$ cat src/rtl/core/max_weight_increasing_subsequence_defines.svh
// ----------------------------------------------------------------------------
// Assertion macros for the increasing-subsequence block
// Two forms of clocked check: same-cycle implication and next-cycle implication.
// ----------------------------------------------------------------------------
`ifndef MAX_WEIGHT_INCREASING_SUBSEQUENCE_DEFINES_SVH
`define MAX_WEIGHT_INCREASING_SUBSEQUENCE_DEFINES_SVH

// Check that cons holds in any cycle in which ante holds.
`define MWIS_ASSERT_NOW(label, clk, rst_n, ante, cons, msg) \
	label: assert property (@(posedge clk) disable iff (!rst_n) (ante) |-> (cons)) \
		else $error(msg);

// Check that cons holds in the cycle after one in which ante holds.
`define MWIS_ASSERT_NEXT(label, clk, rst_n, ante, cons, msg) \
	label: assert property (@(posedge clk) disable iff (!rst_n) (ante) |=> (cons)) \
		else $error(msg);

`endif

$ cat src/rtl/core/mwis_ram.sv
// ----------------------------------------------------------------------------
// mwis_ram
// Simple dual-port RAM: one write port, one read port with registered data.
// ----------------------------------------------------------------------------
module mwis_ram #(
	parameter int WIDTH = 8,
	parameter int DEPTH = 16
) (
	input  logic                     clk,
	input  logic                     we,
	input  logic [$clog2(DEPTH)-1:0] waddr,
	input  logic [WIDTH-1:0]         wdata,
	input  logic                     re,
	input  logic [$clog2(DEPTH)-1:0] raddr,
	output logic [WIDTH-1:0]         rdata
);
	logic [WIDTH-1:0] mem [DEPTH];

	always_ff @(posedge clk) begin
		if (we) begin
			mem[waddr] <= wdata;
		end
		if (re) begin
			rdata <= mem[raddr];
		end
	end
endmodule

$ cat config.mk
export PLATFORM = sky130hd
export DESIGN_NAME = mwis_ram
export DESIGN_NICKNAME = d
export VERILOG_FILES = /design/src/rtl/core/max_weight_increasing_subsequence_defines.svh /design/src/rtl/core/mwis_ram.sv
export SDC_FILE = /design/constraint.sdc
export NUM_CORES = 1
export LEC_CHECK = 0
export BUFFER_PORTS_ARGS = -buffer_cell sky130_fd_sc_hd__buf_2
export CAP_MARGIN = 30
export CORE_MARGIN = 3
export CORE_UTILIZATION = 64
export CTS_CLUSTER_DIAMETER = 50
export DETAILED_ROUTE_END_ITERATION = 6
export PLACE_DENSITY_LB_ADDON = 0.05
export SYNTH_ARGS = -nofsm -noshare
export SYNTH_HDL_FRONTEND = slang
export SYNTH_SLANG_ARGS = --single-unit
$ cat constraint.sdc
create_clock -name clk -period 4.5 [get_ports clk]
set_input_delay 0.225 -clock clk [delete_from_list [all_inputs] [get_ports clk]]
set_output_delay 0.225 -clock clk [all_outputs]
set_load 0.1 [all_outputs]
* Word level (Yosys, flattened, before mapping)
Memories as Yosys holds them, arrays and structs flattened. A register that Yosys moved wholly into a read port is not among the register bits. Cells that the tools add are included.
Storage, ports and cells: logic and storage cells 3, RAM bits 128, memories 1, register bits after elaboration 0, output and inout port bits 8, input port bits 19
Memory list:
- mem | words 16, width 8, rd ports 1, clocked after memory_dff 1, wr ports 1, RTL line mwis_ram.sv:17 | logic [WIDTH-1:0] mem [DEPTH];
Cells by class: mux-type cells 2
Operator list (count):
- 1-bit 2-to-1 mux | 2

* Depth between registers and ports, before layout
Gate-level depths: netlist (run 1).
depth in word-level cells 2, mapped depth 5, mapped depth without buffers 3

* Worst setup path after synthesis (run 1)
Ideal clock, no wire load.
path type input port to flip-flop, from input waddr[2], to memory mem[0][0], enable pin, library setup time 0.383 ns, path buffers 0, data arrival time 1.335 ns, setup slack 2.782 ns, required time 4.117 ns, cell stages on the path 2, path through or3b_2 nor3_1
RTL lines:
- from (decl) | RTL line mwis_ram.sv:11 | input logic [$clog2(DEPTH)-1:0] waddr,
- to (decl) | RTL line mwis_ram.sv:17
No word-level cell before the write port.

* Worst setup path in the final report (run 1)
from register rdata[7] (read register of mem), to output rdata[7]
RTL lines:
- from (decl) | RTL line mwis_ram.sv:15 | output logic [WIDTH-1:0] rdata
No word-level cell between the ends.

==> report_table.html, run 1 <==
<table>
<tr><th>Metric</th><th>Value</th></tr>
<tr><th colspan="2">Power and ir drop</th></tr>
<tr><td>IR Drop Worst-Case VDD</td><td>roughly 0.35 mV</td></tr>
<tr><td>Leak pwr</td><td>approximately 2.0 nW</td></tr>
<tr><td>Power per Cell Area</td><td>around 480 nW/um^2</td></tr>
<tr><td>Overall power</td><td>between 2 and 3 mW</td></tr>
<tr><th colspan="2">Global route</th></tr>
<tr><td>Antenna violations before repair</td><td>0</td></tr>
<tr><td>Grt ovf</td><td>0</td></tr>
<tr><td>Largest net degree at the start of global routing</td><td>33</td></tr>
<tr><td>GRT Util Overall</td><td>roughly 26%</td></tr>
<tr><td>First-pass GRT wire length</td><td>between 15000 and 20000 um</td></tr>
<tr><td>Vias in the first global route</td><td>about 2.5k</td></tr>
<tr><th colspan="2">Setup path</th></tr>
<tr><td>Required time reported for the critical path endpoint</td><td>between 4 and 5 ns</td></tr>
<tr><td>Crit Path Class</td><td>flop to primary output</td></tr>
<tr><td>Worst r2r path cells</td><td>3</td></tr>
<tr><td>Largest fanout on the critical path</td><td>1</td></tr>
<tr><td>Cell with the largest stage delay on the worst path</td><td>sky130_fd_sc_hd__buf_2</td></tr>
<tr><td>Highest cell delay on the worst timing path</td><td>approximately 0.47 ns</td></tr>
<tr><td>List of cells traversed by the critical path</td><td>buf_2</td></tr>
<tr><td>Critical register-to-register path startpoint</td><td>mem[12][6]$_DFFE_PP_</td></tr>
<tr><td>Worst Setup SP</td><td>rdata[7]$_DFFE_PP_</td></tr>
<tr><td>Worst R2R Setup Slack</td><td>roughly 3.0 ns</td></tr>
<tr><td>Buffers &amp; Inverters on Critical Path</td><td>1</td></tr>
<tr><td>Critical path capture point type</td><td>primary output</td></tr>
<tr><td>Data arrival time of the critical path</td><td>approximately 1.4 ns</td></tr>
<tr><td>Startpoint Class</td><td>flop</td></tr>
<tr><td>Worst reg2reg path endpoint</td><td>rdata[6]$_DFFE_PP_</td></tr>
<tr><td>Top cell family by delay on the critical path</td><td>buffers and inverters</td></tr>
<tr><th colspan="2">Logic synthesis</th></tr>
<tr><td>Count of distinct cell types in the synthesized netlist</td><td>18</td></tr>
<tr><td>Yosys warning count</td><td>0</td></tr>
<tr><td>Top post-synthesis cells by area</td><td>sky130_fd_sc_hd__edfxtp_1, sky130_fd_sc_hd__mux4_2, sky130_fd_sc_hd__mux4_1</td></tr>
<tr><td>Post-synthesis average cell area</td><td>22.8 um^2</td></tr>
<tr><td>Synthesized instance count</td><td>between 200 and 250</td></tr>
<tr><td>Mapped cell area</td><td>around 5200 um^2</td></tr>
<tr><td>Area fraction of the dominant cell type after synthesis</td><td>78.1%</td></tr>
<tr><td>Number of nets in the synthesized netlist</td><td>248</td></tr>
<tr><td>FF+latch count, synth</td><td>around 140</td></tr>
<tr><td>Post-synthesis sequential area ratio</td><td>between 70% and 80%</td></tr>
<tr><td>Post-synth top area cell</td><td>sky130_fd_sc_hd__edfxtp_1</td></tr>
<tr><th colspan="2">Floorplanning</th></tr>
<tr><td>Area of the die</td><td>9290 um^2</td></tr>
<tr><td>Floorplan die width</td><td>between 90 and 100 um</td></tr>
<tr><td>Die height</td><td>96.4 um</td></tr>
<tr><td>I/O Pins</td><td>27</td></tr>
<tr><td>Starting Density</td><td>67.0%</td></tr>
<tr><td>Area of the core region</td><td>7810 um^2</td></tr>
<tr><td>Site Rows</td><td>32</td></tr>
<tr><th colspan="2">STA</th></tr>
<tr><td>Post-layout minimum cycle time</td><td>around 1.6 ns</td></tr>
<tr><td>Slew @ Worst Pin</td><td>a little over 1 ns</td></tr>
<tr><td>Number of hold violations in the final report</td><td>0</td></tr>
<tr><td>Total Neg Setup Slack</td><td>0 ns</td></tr>
<tr><td>Normalized max-slew margin</td><td>between 30% and 40%</td></tr>
<tr><td>Setup repair after global routing missed its margin</td><td>no</td></tr>
<tr><td>Part of the cycle the worst path needs</td><td>36.5%</td></tr>
<tr><td>Final count of pins violating max slew</td><td>0</td></tr>
<tr><td>Final hold slack</td><td>between 0.07 and 0.08 ns</td></tr>
<tr><td>Setup Skew</td><td>~0.006 ns</td></tr>
<tr><td>Final Setup Violations</td><td>0</td></tr>
<tr><td>Timing-limited maximum frequency</td><td>roughly 600 MHz</td></tr>
<tr><th colspan="2">Clocking</th></tr>
<tr><td>Maximum level of the CTS H-tree</td><td>4</td></tr>
<tr><td>Number of buffers created by CTS</td><td>17</td></tr>
<tr><td>Clock root cell</td><td>sky130_fd_sc_hd__clkbuf_8</td></tr>
<tr><td>Clock Pin Slew Worst Setup and Hold Paths</td><td>0.06 ns</td></tr>
<tr><td>Hold-fix buffers, CTS</td><td>0</td></tr>
<tr><td>Resized cells post-CTS</td><td>0</td></tr>
<tr><td>Buffers inserted by post-CTS timing repair</td><td>0</td></tr>
<tr><td>CTS tree</td><td>done</td></tr>
<tr><td>Max clock buf depth</td><td>2</td></tr>
<tr><td>Clock latency on the worst-skew pair</td><td>around 0.52 ns</td></tr>
<tr><td>Count of clock tree sinks</td><td>136</td></tr>
<tr><th colspan="2">Place</th></tr>
<tr><td>I/O Buffers</td><td>26</td></tr>
<tr><td>Routability congestion estimate from global placement</td><td>around 0.75</td></tr>
<tr><td>Cell Count Post-Placement</td><td>about 350</td></tr>
<tr><td>DPL Wire Length</td><td>6070 um</td></tr>
<tr><th colspan="2">Worst hold path</th></tr>
<tr><td>Number of cells on the worst hold path</td><td>1</td></tr>
<tr><td>HP Class</td><td>primary input to flop</td></tr>
<tr><td>Worst min-delay path startpoint</td><td>wdata[5]</td></tr>
<tr><td>Endpoint of the worst hold-timing path</td><td>mem[6][5]$_DFFE_PP_</td></tr>
<tr><th colspan="2">Finish</th></tr>
<tr><td>Final core utilization</td><td>about 77%</td></tr>
<tr><td>Count of non-filler cells in the finished layout</td><td>around 380</td></tr>
<tr><td># fillers</td><td>400</td></tr>
<tr><td>Commonest non-fill, non-tap cells in the layout</td><td>sky130_fd_sc_hd__edfxtp_1, sky130_fd_sc_hd__buf_2, sky130_fd_sc_hd__mux4_2</td></tr>
<tr><td>Antenna diodes</td><td>0</td></tr>
<tr><td>Area growth from synthesis to final layout</td><td>15.7%</td></tr>
<tr><td>Fraction of layout instances using a drive strength above 1</td><td>29.4%</td></tr>
<tr><td>Final net count</td><td>291</td></tr>
<tr><td>Most common cell after layout, fill and taps aside</td><td>sky130_fd_sc_hd__edfxtp_1</td></tr>
<tr><th colspan="2">Detailed routing</th></tr>
<tr><td>WL per Instance</td><td>around 28 um</td></tr>
<tr><td>Count of TritonRoute iterations in the first routing pass</td><td>5</td></tr>
<tr><td>Drt via density</td><td>between 6 and 7</td></tr>
<tr><td>Total wire length after detailed routing</td><td>10600 um</td></tr>
<tr><td>Post-route antenna net violation count</td><td>0</td></tr>
<tr><td>DRC errors left</td><td>0</td></tr>
<tr><td>Number of DRC markers after the initial detailed-route iteration</td><td>280</td></tr>
<tr><td>Vias after detailed routing</td><td>2580</td></tr>
<tr><th colspan="2">Run status</th></tr>
<tr><td>Outcome</td><td>finished clean</td></tr>
<tr><th colspan="2">Job</th></tr>
<tr><td>Max-cap violation count</td><td>0</td></tr>
</table>
## synth_stat cells
cell type	instances
sky130_fd_sc_hd__buf_6	3
sky130_fd_sc_hd__edfxtp_1	136
sky130_fd_sc_hd__and2b_1	1
sky130_fd_sc_hd__nand3b_1	2
sky130_fd_sc_hd__clkdlybuf4s25_2	3
sky130_fd_sc_hd__nor2b_1	1
sky130_fd_sc_hd__nor2_1	13
sky130_fd_sc_hd__buf_4	1
sky130_fd_sc_hd__a22oi_1	16
sky130_fd_sc_hd__nand3_1	1
sky130_fd_sc_hd__nor3_1	4
sky130_fd_sc_hd__and2_1	1
sky130_fd_sc_hd__nand2b_1	2
sky130_fd_sc_hd__nand2_1	9
sky130_fd_sc_hd__buf_2	3
sky130_fd_sc_hd__mux4_1	14
sky130_fd_sc_hd__or3b_2	1
sky130_fd_sc_hd__mux4_2	18
## area by class of cell
class | count | area (um^2) | share of cell area (%)
multi-input combinational | 83 | 1070 | 17.7
clock inverter | 11 | 134 | 2.21
tap | 102 | 128 | 2.11
sequential | 136 | 4080 | 67.5
clock buffer | 18 | 418 | 6.91
timing repair buffer | 34 | 214 | 3.54
## worst max-delay path by stage
stage	endpoint	cells past startpoint
2_1_floorplan	mem[0][0]$_DFFE_PP_	2
3_3_place_gp	rdata[6]$_DFFE_PP_	4
3_5_place_dp	rdata[6]$_DFFE_PP_	5
4_1_cts	rdata[7]	1
5_1_grt	rdata[7]	1
6_report	rdata[7]	1
## per-layer routing
metal | wire, um | GRT usage [%]
met3 | 1020 | 7.90
met5 | 0 | 0
met2 | 5090 | 37.7
met4 | 202 | 10.5
met1 | 4310 | 37.0
## sequential cells by signal, indices dropped and copies added, names as in the netlist
name   flops
rdata      8
mem      128
## report_power, final
group	internal (mW)	switching [mW]
combinational	0.0524	0.118
clock	0.825	0.475
sequential	1.43	0.00966
## kinds of logic (layout without fill, tap and decap cells)
logic type / Yosys count / after routing / share of synthesized area [%]
compound gates: 16 / 16 / 2.30
buf+inv: 10 / 63 / 1.65
flops: 136 / 136 / 78.1
mux: 32 / 32 / 14.8
simple gates: 35 / 35 / 3.14
## through the flow
stage                     setup WS [ns]  cell area [um^2]
after global placement             2.19              5420
after detailed placement           2.45              5470
after global routing               2.85              6050
final                              2.86              6050
after floorplan                    2.78              5230
after CTS                          2.85              6020
No activity file was read; power rests on OpenSTA's default activity.
==> inputs of run 2 (changes only) <==
- CORE_UTILIZATION: 64 -> 54
- clock period: 4.5 -> 1.5 ns (I/O delays scaled with it)
==> run 2 against run 1 <==
Compared with the run above:
- hold slack better by 0.058 ns
- clock power rose to 3.3 times the previous value
- count of clock-buffer cells in the layout unchanged
- core utilization decreased by 9.2 points
- sequential power grew to 3.0 times the previous value
- global-route usage decreased by 5.7 points
==> report_table.html, run 2 (synthesis gave the netlist of run 1 again) <==
<table>
<tr><th>Metric</th><th>Value</th></tr>
<tr><th colspan="2">Finish</th></tr>
<tr><td>Antenna diodes</td><td>0 (unchanged)</td></tr>
<tr><td>Largest register by flop count</td><td>mem (unchanged)</td></tr>
<tr><td>Fraction of layout instances using a drive strength above 1</td><td>33.5% (was 29.4%)</td></tr>
<tr><td>Commonest non-fill, non-tap cells in the layout</td><td>sky130_fd_sc_hd__edfxtp_1, sky130_fd_sc_hd__buf_2, sky130_fd_sc_hd__buf_4 (was sky130_fd_sc_hd__edfxtp_1, sky130_fd_sc_hd__buf_2, sky130_fd_sc_hd__mux4_2)</td></tr>
<tr><td># fillers</td><td>610 (was 400)</td></tr>
<tr><td>Area of the multi-input gates</td><td>1080 um^2 (was 1070 um^2)</td></tr>
<tr><td>Flip-flop count of the largest register, all copies and words added</td><td>128 (unchanged)</td></tr>
<tr><td>Area growth from synthesis to final layout</td><td>21.8% (was 15.7%)</td></tr>
<tr><td>Largest regs</td><td>mem (128), rdata (8) (unchanged)</td></tr>
<tr><td>Most common cell after layout, fill and taps aside</td><td>sky130_fd_sc_hd__edfxtp_1 (unchanged)</td></tr>
<tr><td>Final net count</td><td>316 (was 291)</td></tr>
<tr><td>FF/Latch Area</td><td>4080 um^2 (unchanged)</td></tr>
<tr><th colspan="2">Setup path</th></tr>
<tr><td>Critical path capture point type</td><td>flop (was primary output)</td></tr>
<tr><td>Data arrival time of the critical path</td><td>1.69 ns (was 1.42 ns)</td></tr>
<tr><td>Largest fanout on the critical path</td><td>1 (unchanged)</td></tr>
<tr><td>Crit Path Class</td><td>flop to flop (was flop to primary output)</td></tr>
<tr><td>Required time reported for the critical path endpoint</td><td>1.75 ns (was 4.28 ns)</td></tr>
<tr><td>Startpoint Class</td><td>flop (unchanged)</td></tr>
<tr><th colspan="2">Power and ir drop</th></tr>
<tr><td>Overall power</td><td>9.09 mW (was 2.91 mW)</td></tr>
<tr><td>Sequential Power Share</td><td>47.4% (was 49.4%)</td></tr>
<tr><td>IR Drop Worst-Case VDD</td><td>0.728 mV (was 0.350 mV)</td></tr>
<tr><td>Comb pwr share</td><td>6.0% (was 5.9%)</td></tr>
<tr><td>Power spent charging and discharging nets</td><td>1.90 mW (was 0.603 mW)</td></tr>
<tr><td>Power per Cell Area</td><td>1430 nW/um^2 (was 481 nW/um^2)</td></tr>
<tr><td>Switching Share</td><td>20.9% (was 20.7%)</td></tr>
<tr><td>Leak pwr</td><td>2.18 nW (was 2.03 nW)</td></tr>
<tr><td>Internal power consumption</td><td>7.19 mW (was 2.31 mW)</td></tr>
<tr><td>Clk pwr share</td><td>46.6% (was 44.7%)</td></tr>
<tr><th colspan="2">STA</th></tr>
<tr><td>Final hold slack</td><td>0.136 ns (was 0.0778 ns)</td></tr>
<tr><td>Part of the cycle the worst path needs</td><td>between 90% and 100%</td></tr>
<tr><td>Timing-limited maximum frequency</td><td>just under 700 MHz</td></tr>
<tr><td>Number of hold violations in the final report</td><td>0 (unchanged)</td></tr>
<tr><td>Setup Skew</td><td>0.00677 ns (was 0.00608 ns)</td></tr>
<tr><td>Slew @ Worst Pin</td><td>0.743 ns (was 1.01 ns)</td></tr>
<tr><td>Setup repair after global routing missed its margin</td><td>no (unchanged)</td></tr>
<tr><td>Final Setup Violations</td><td>0 (unchanged)</td></tr>
<tr><td>Final count of pins violating max slew</td><td>0 (unchanged)</td></tr>
<tr><td>Post-layout minimum cycle time</td><td>between 1 and 1.5 ns</td></tr>
<tr><td>Normalized max-slew margin</td><td>50.4% (was 32.2%)</td></tr>
<tr><th colspan="2">Clocking</th></tr>
<tr><td>CTS tree</td><td>done (unchanged)</td></tr>
<tr><td>Maximum level of the CTS H-tree</td><td>4 (unchanged)</td></tr>
<tr><td>Clock Pin Slew Worst Setup and Hold Paths</td><td>0.06 ns (about the same)</td></tr>
<tr><td>Clock root cell</td><td>sky130_fd_sc_hd__clkbuf_8 (unchanged)</td></tr>
<tr><td>Buffers inserted by post-CTS timing repair</td><td>0 (unchanged)</td></tr>
<tr><td>Clock latency on the worst-skew pair</td><td>0.51 ns (was 0.52 ns)</td></tr>
<tr><td>Number of buffers created by CTS</td><td>17 (unchanged)</td></tr>
<tr><td>Count of clock tree sinks</td><td>136 (unchanged)</td></tr>
<tr><td>Max clock buf depth</td><td>2 (unchanged)</td></tr>
<tr><th colspan="2">Job</th></tr>
<tr><td>Max-cap violation count</td><td>0 (unchanged)</td></tr>
<tr><th colspan="2">Floorplanning</th></tr>
<tr><td>Area of the die</td><td>10900 um^2 (was 9290 um^2)</td></tr>
<tr><td>Floorplan die width</td><td>104 um (was 96.4 um)</td></tr>
<tr><td>Area of the core region</td><td>9330 um^2 (was 7810 um^2)</td></tr>
<tr><td>I/O Pins</td><td>27 (unchanged)</td></tr>
<tr><td>Starting Density</td><td>56.0% (was 67.0%)</td></tr>
<tr><td>Site Rows</td><td>35 (was 32)</td></tr>
<tr><td>Die height</td><td>104 um (was 96.4 um)</td></tr>
<tr><th colspan="2">Global route</th></tr>
<tr><td>Grt ovf</td><td>0 (unchanged)</td></tr>
<tr><td>GRT Util Overall</td><td>20.1% (was 25.8%)</td></tr>
<tr><td>First-pass GRT wire length</td><td>15600 um (was 15500 um)</td></tr>
<tr><td>Antenna violations before repair</td><td>0 (unchanged)</td></tr>
<tr><td>Vias in the first global route</td><td>2673 (was 2522)</td></tr>
<tr><td>Largest net degree at the start of global routing</td><td>23 (was 33)</td></tr>
<tr><th colspan="2">Place</th></tr>
<tr><td>Routability congestion estimate from global placement</td><td>0.706 (was 0.748)</td></tr>
<tr><td>DPL Wire Length</td><td>6370 um (was 6070 um)</td></tr>
<tr><td>I/O Buffers</td><td>26 (unchanged)</td></tr>
<tr><th colspan="2">Worst hold path</th></tr>
<tr><td>HP Class</td><td>primary input to flop (unchanged)</td></tr>
<tr><th colspan="2">Detailed routing</th></tr>
<tr><td>Vias after detailed routing</td><td>2524 (was 2580)</td></tr>
<tr><td>Count of TritonRoute iterations in the first routing pass</td><td>5 (unchanged)</td></tr>
<tr><td>Drt via density</td><td>5.75 (was 6.72)</td></tr>
<tr><td>DRC errors left</td><td>0 (unchanged)</td></tr>
<tr><td>Total wire length after detailed routing</td><td>9830 um (was 10600 um)</td></tr>
<tr><td>WL per Instance</td><td>22.4 um (was 27.7 um)</td></tr>
<tr><td>Post-route antenna net violation count</td><td>0 (unchanged)</td></tr>
<tr><td>Number of DRC markers after the initial detailed-route iteration</td><td>148 (was 280)</td></tr>
<tr><th colspan="2">Run status</th></tr>
<tr><td>Outcome</td><td>finished clean (unchanged)</td></tr>
</table>
## run 2: repair_timing
| item | 4_1_cts | 5_1_grt |
|---|---|---|
| hold buffers | 9 | 0 |
| pin swaps | 0 | 0 |
| setup endpoints to repair | 1 | 2 |
| resized for setup | 1 | 2 |
| endpoints found under the hold margin | 136 | 0 |
## run 2: power groups by stage
stage,registers [mW],logic (mW),clock network [mW]
final,4.31,0.546,4.24
after detailed placement,4.39,0.531,0
after global routing,4.31,0.585,4.49
after global placement,4.39,0.524,0
after CTS,4.31,0.551,4.31
after floorplan,4.51,0.216,0
## run 2: routing by layer
layer | up-vias | part of all wire (%) | GRT usage (%)
li1 | 1123 | - | -
met1 | 1312 | 43 | 27.6
met2 | 72 | 50 | 31.4
met3 | 17 | 4.9 | 5.15
met4 | 0 | 1.7 | 7.41
met5 | - | 0 | 0
## run 2: cell type report
type	count	share of cell area (%)
clock buffer	18	6.57
timing repair buffer	59	6.68
sequential	136	64.2
clock inverter	14	3.13
multi-input combinational	83	16.9
tap	129	2.54
## run 2: critical path, cell delays in order, from the launching register on
cell,delay (ns)
sky130_fd_sc_hd__edfxtp_1,0.36
sky130_fd_sc_hd__mux4_2,0.48
sky130_fd_sc_hd__a22oi_1,0.27
sky130_fd_sc_hd__nand2_1,0.08
## run 2: stage by stage
step	instance area (um^2)	TNS [ns]	utilization (%)	cells	setup WS, ns
4_1_cts	6350	0	68.1	439	0.0385
3_3_place_gp	5640	-0.461	60.5	398	-0.140
5_1_grt	6360	0	68.2	439	0.00137
6_report	6360	0	68.2	439	0.0625
2_1_floorplan	5230	0	-	229	0.143
3_5_place_dp	5640	-0.570	60.5	398	-0.172
## run 2: final timing paths
check        slack [ns]             endpoint            startpoint  cells past startpoint
max reg2reg        0.06   rdata[0]$_DFFE_PP_  mem[11][0]$_DFFE_PP_                      3
min reg2reg        0.74   rdata[1]$_DFFE_PP_   mem[4][1]$_DFFE_PP_                      3
max                0.06   rdata[0]$_DFFE_PP_  mem[11][0]$_DFFE_PP_                      3
min                0.14  mem[0][7]$_DFFE_PP_              waddr[1]                      3
==> inputs of run 3 (changes only) <==
- CORE_UTILIZATION: 54 -> 64
- CTS_BUF_LIST: default -> sky130_fd_sc_hd__clkbuf_2
- clock period: 1.5 -> 1.75 ns (I/O delays scaled with it)
==> run 3 against run 2 <==
Compared with the run above:
- hold slack got worse by 0.10 ns
- register-to-register slack improved by 0.14 ns
- flip-flop and latch count unchanged
- global-route usage grew 5.5 points
- via count up 1.3%
==> report_table.html, run 3 (synthesis gave the netlist of run 1 again) <==
<table>
<tr><th>Metric</th><th>Value</th></tr>
<tr><th colspan="2">Run status</th></tr>
<tr><td>Outcome</td><td>finished clean (unchanged)</td></tr>
<tr><th colspan="2">Finish</th></tr>
<tr><td>Fraction of layout instances using a drive strength above 1</td><td>31.4% (was 33.5%)</td></tr>
<tr><td>Flip-flop count of the largest register, all copies and words added</td><td>128 (unchanged)</td></tr>
<tr><td>Most common cell after layout, fill and taps aside</td><td>sky130_fd_sc_hd__edfxtp_1 (unchanged)</td></tr>
<tr><td>Area growth from synthesis to final layout</td><td>15.1% (was 21.8%)</td></tr>
<tr><td>Final net count</td><td>325 (was 316)</td></tr>
<tr><td>Commonest non-fill, non-tap cells in the layout</td><td>sky130_fd_sc_hd__edfxtp_1, sky130_fd_sc_hd__buf_2, sky130_fd_sc_hd__buf_4 (unchanged)</td></tr>
<tr><td>Largest register by flop count</td><td>mem (unchanged)</td></tr>
<tr><td>Antenna diodes</td><td>0 (unchanged)</td></tr>
<tr><td>Largest regs</td><td>mem (128), rdata (8) (unchanged)</td></tr>
<tr><th colspan="2">Detailed routing</th></tr>
<tr><td>Vias after detailed routing</td><td>2558 (was 2524)</td></tr>
<tr><td>Post-route antenna net violation count</td><td>0 (unchanged)</td></tr>
<tr><td>Drt via density</td><td>6.09 (was 5.75)</td></tr>
<tr><td>Count of TritonRoute iterations in the first routing pass</td><td>4 (was 5)</td></tr>
<tr><td>Number of DRC markers after the initial detailed-route iteration</td><td>217 (was 148)</td></tr>
<tr><td>Total wire length after detailed routing</td><td>10400 um (was 9830 um)</td></tr>
<tr><td>WL per Instance</td><td>24.7 um (was 22.4 um)</td></tr>
<tr><td>DRC errors left</td><td>0 (unchanged)</td></tr>
<tr><th colspan="2">Clocking</th></tr>
<tr><td>Max clock buf depth</td><td>2 (unchanged)</td></tr>
<tr><td>Clock latency on the worst-skew pair</td><td>0.66 ns (was 0.51 ns)</td></tr>
<tr><td>Number of buffers created by CTS</td><td>17 (unchanged)</td></tr>
<tr><td>Count of clock tree sinks</td><td>136 (unchanged)</td></tr>
<tr><td>Maximum level of the CTS H-tree</td><td>4 (unchanged)</td></tr>
<tr><td>Clock Pin Slew Worst Setup and Hold Paths</td><td>0.21 ns (was 0.06 ns)</td></tr>
<tr><td>CTS tree</td><td>done (unchanged)</td></tr>
<tr><td>Clock root cell</td><td>sky130_fd_sc_hd__clkbuf_2 (was sky130_fd_sc_hd__clkbuf_8)</td></tr>
<tr><td>Buffers inserted by post-CTS timing repair</td><td>0 (unchanged)</td></tr>
<tr><th colspan="2">Setup path</th></tr>
<tr><td>Required time reported for the critical path endpoint</td><td>2.12 ns (was 1.75 ns)</td></tr>
<tr><td>Crit Path Class</td><td>primary input to flop (was flop to flop)</td></tr>
<tr><td>Worst R2R Setup Slack</td><td>0.20 ns (was 0.06 ns)</td></tr>
<tr><td>Largest fanout on the critical path</td><td>5 (was 1)</td></tr>
<tr><td>Critical register-to-register path startpoint</td><td>mem[3][7]$_DFFE_PP_ (was mem[11][0]$_DFFE_PP_)</td></tr>
<tr><td>Worst reg2reg path endpoint</td><td>rdata[7]$_DFFE_PP_ (was rdata[0]$_DFFE_PP_)</td></tr>
<tr><td>Startpoint Class</td><td>primary input (was flop)</td></tr>
<tr><td>Data arrival time of the critical path</td><td>2.07 ns (was 1.69 ns)</td></tr>
<tr><td>Critical path capture point type</td><td>flop (unchanged)</td></tr>
<tr><td>Worst r2r path cells</td><td>3 (unchanged)</td></tr>
<tr><th colspan="2">STA</th></tr>
<tr><td>Total Neg Setup Slack</td><td>0 ns (unchanged)</td></tr>
<tr><td>Final count of pins violating max slew</td><td>0 (unchanged)</td></tr>
<tr><td>Part of the cycle the worst path needs</td><td>a little over nine tenths</td></tr>
<tr><td>Final Setup Violations</td><td>0 (unchanged)</td></tr>
<tr><td>Setup Skew</td><td>0.0350 ns (was 0.00677 ns)</td></tr>
<tr><td>Slew @ Worst Pin</td><td>0.510 ns (was 0.743 ns)</td></tr>
<tr><td>Timing-limited maximum frequency</td><td>roughly 600 MHz</td></tr>
<tr><td>Setup repair after global routing missed its margin</td><td>no (unchanged)</td></tr>
<tr><td>Post-layout minimum cycle time</td><td>1.69 ns</td></tr>
<tr><td>Number of hold violations in the final report</td><td>0 (unchanged)</td></tr>
<tr><td>Normalized max-slew margin</td><td>66.3% (was 50.4%)</td></tr>
<tr><th colspan="2">Global route</th></tr>
<tr><td>Grt ovf</td><td>0 (unchanged)</td></tr>
<tr><td>Largest net degree at the start of global routing</td><td>18 (was 23)</td></tr>
<tr><td>GRT Util Overall</td><td>25.6% (was 20.1%)</td></tr>
<tr><td>Antenna violations before repair</td><td>0 (unchanged)</td></tr>
<tr><td>Vias in the first global route</td><td>2678 (was 2673)</td></tr>
<tr><td>First-pass GRT wire length</td><td>15800 um (was 15600 um)</td></tr>
<tr><th colspan="2">Job</th></tr>
<tr><td>Max-cap violation count</td><td>0 (unchanged)</td></tr>
<tr><th colspan="2">Place</th></tr>
<tr><td>DPL Wire Length</td><td>6600 um (was 6370 um)</td></tr>
<tr><td>Routability congestion estimate from global placement</td><td>0.753 (was 0.706)</td></tr>
<tr><td>I/O Buffers</td><td>26 (unchanged)</td></tr>
<tr><th colspan="2">Power and ir drop</th></tr>
<tr><td>Overall power</td><td>6.02 mW (was 9.09 mW)</td></tr>
<tr><td>Internal power consumption</td><td>4.62 mW (was 7.19 mW)</td></tr>
<tr><td>Power per Cell Area</td><td>1000 nW/um^2 (was 1430 nW/um^2)</td></tr>
<tr><td>Sequential Power Share</td><td>61.2% (was 47.4%)</td></tr>
<tr><td>Clk pwr share</td><td>30.7% (was 46.6%)</td></tr>
<tr><td>Comb pwr share</td><td>8.0% (was 6.0%)</td></tr>
<tr><td>IR Drop Worst-Case VDD</td><td>0.597 mV (was 0.728 mV)</td></tr>
<tr><td>Power spent charging and discharging nets</td><td>1.40 mW (was 1.90 mW)</td></tr>
<tr><td>Switching Share</td><td>23.2% (was 20.9%)</td></tr>
<tr><td>Leak pwr</td><td>2.06 nW (was 2.18 nW)</td></tr>
<tr><th colspan="2">Floorplanning</th></tr>
<tr><td>Site Rows</td><td>32 (was 35)</td></tr>
<tr><td>Floorplan die width</td><td>96.4 um (was 104 um)</td></tr>
<tr><td>I/O Pins</td><td>27 (unchanged)</td></tr>
<tr><td>Starting Density</td><td>67.0% (was 56.0%)</td></tr>
<tr><td>Area of the core region</td><td>7810 um^2 (was 9330 um^2)</td></tr>
<tr><td>Area of the die</td><td>9290 um^2 (was 10900 um^2)</td></tr>
<tr><td>Die height</td><td>96.4 um (was 104 um)</td></tr>
<tr><th colspan="2">Worst hold path</th></tr>
<tr><td>Number of cells on the worst hold path</td><td>4 (was 3)</td></tr>
<tr><td>Endpoint of the worst hold-timing path</td><td>rdata[3]$_DFFE_PP_ (was mem[0][7]$_DFFE_PP_)</td></tr>
<tr><td>HP Class</td><td>primary input to flop (unchanged)</td></tr>
<tr><td>Worst min-delay path startpoint</td><td>raddr[3] (was waddr[1])</td></tr>
</table>
## run 3: cell types whose count changed in the layout (fill, tap and decap cells not counted), moves of 2 or more
cell | before | now
sky130_fd_sc_hd__a22oi_1 | 13 | 16
sky130_fd_sc_hd__a22oi_2 | 3 | 0
sky130_fd_sc_hd__buf_4 | 22 | 24
sky130_fd_sc_hd__clkbuf_16 | 16 | 0
sky130_fd_sc_hd__clkbuf_2 | 0 | 18
sky130_fd_sc_hd__clkinv_1 | 0 | 2
sky130_fd_sc_hd__clkinv_4 | 5 | 3
sky130_fd_sc_hd__clkinvlp_4 | 1 | 3
sky130_fd_sc_hd__dlygate4sd3_1 | 9 | 17
sky130_fd_sc_hd__inv_6 | 2 | 0
## run 3: what timing repair did
action	in CTS	in global routing
setup endpoints to repair	0	5
resized for setup	0	1
hold endpoints to repair	173	0
hold buffers	17	0
## run 3: area by class of cell
| class | instances | area (um^2) |
|---|---|---|
| Fill cell | 437 | 1790 |
| Clock inverter | 13 | 156 |
| Clock buffer | 18 | 90.1 |
| Multi-Input combinational cell | 83 | 1060 |
| Tap cell | 102 | 128 |
| Sequential cell | 136 | 4080 |
| Timing Repair Buffer | 68 | 500 |
## run 3: power groups by stage
stage                     Clock [mW]  Sequential [mW]  Combinational (mW)
final                           1.85             3.68               0.484
after global routing            2.05             3.69               0.517
after CTS                       1.90             3.68               0.486
after detailed placement           0             3.76               0.457
after global placement             0             3.75               0.449
after floorplan                    0             3.87               0.185
## run 3: critical path, cell delays in order
cell	delay, ns
sky130_fd_sc_hd__dlygate4sd3_1	0.56
sky130_fd_sc_hd__buf_2	0.15
sky130_fd_sc_hd__nand3b_1	0.21
sky130_fd_sc_hd__dlygate4sd3_1	0.63
sky130_fd_sc_hd__nor2_2	0.24
sky130_fd_sc_hd__buf_4	0.20
## run 3: worst max-delay path by stage
stage	depth (start not counted)	start	end
finish	6	waddr[3]	mem[5][6]$_DFFE_PP_
floorplan	2	waddr[2]	mem[0][0]$_DFFE_PP_
global placement	5	raddr[0]	rdata[0]$_DFFE_PP_
detailed placement	5	raddr[0]	rdata[0]$_DFFE_PP_
CTS	6	waddr[3]	mem[5][6]$_DFFE_PP_
global route	1	rdata[1]$_DFFE_PP_	rdata[1]
## run 3: per-stage QoR
stage | setup slack, ns | instances | hold slack, ns | util (%) | instance area, um^2
6_report | 0.0576 | 420 | 0.0357 | 77.1 | 6020
5_1_grt | 0.0652 | 420 | 0.0164 | 77.1 | 6020
4_1_cts | 0.0753 | 420 | 0.00133 | 77.1 | 6020
3_5_place_dp | 0.0222 | 372 | 0.466 | 71.7 | 5600
3_3_place_gp | 0.0229 | 372 | 0.466 | 71.7 | 5600
2_1_floorplan | 0.170 | 229 | 0.186 | - | 5230
## run 3: per-layer routing
layer	wire, um	track usage, %	up-vias	share of wire (%)
li1	-	-	1135	-
met1	3980	35.6	1286	38
met2	5350	40.6	128	51
met3	945	6.04	9	9.1
met4	116	9.00	0	1.1
met5	0	0	-	0
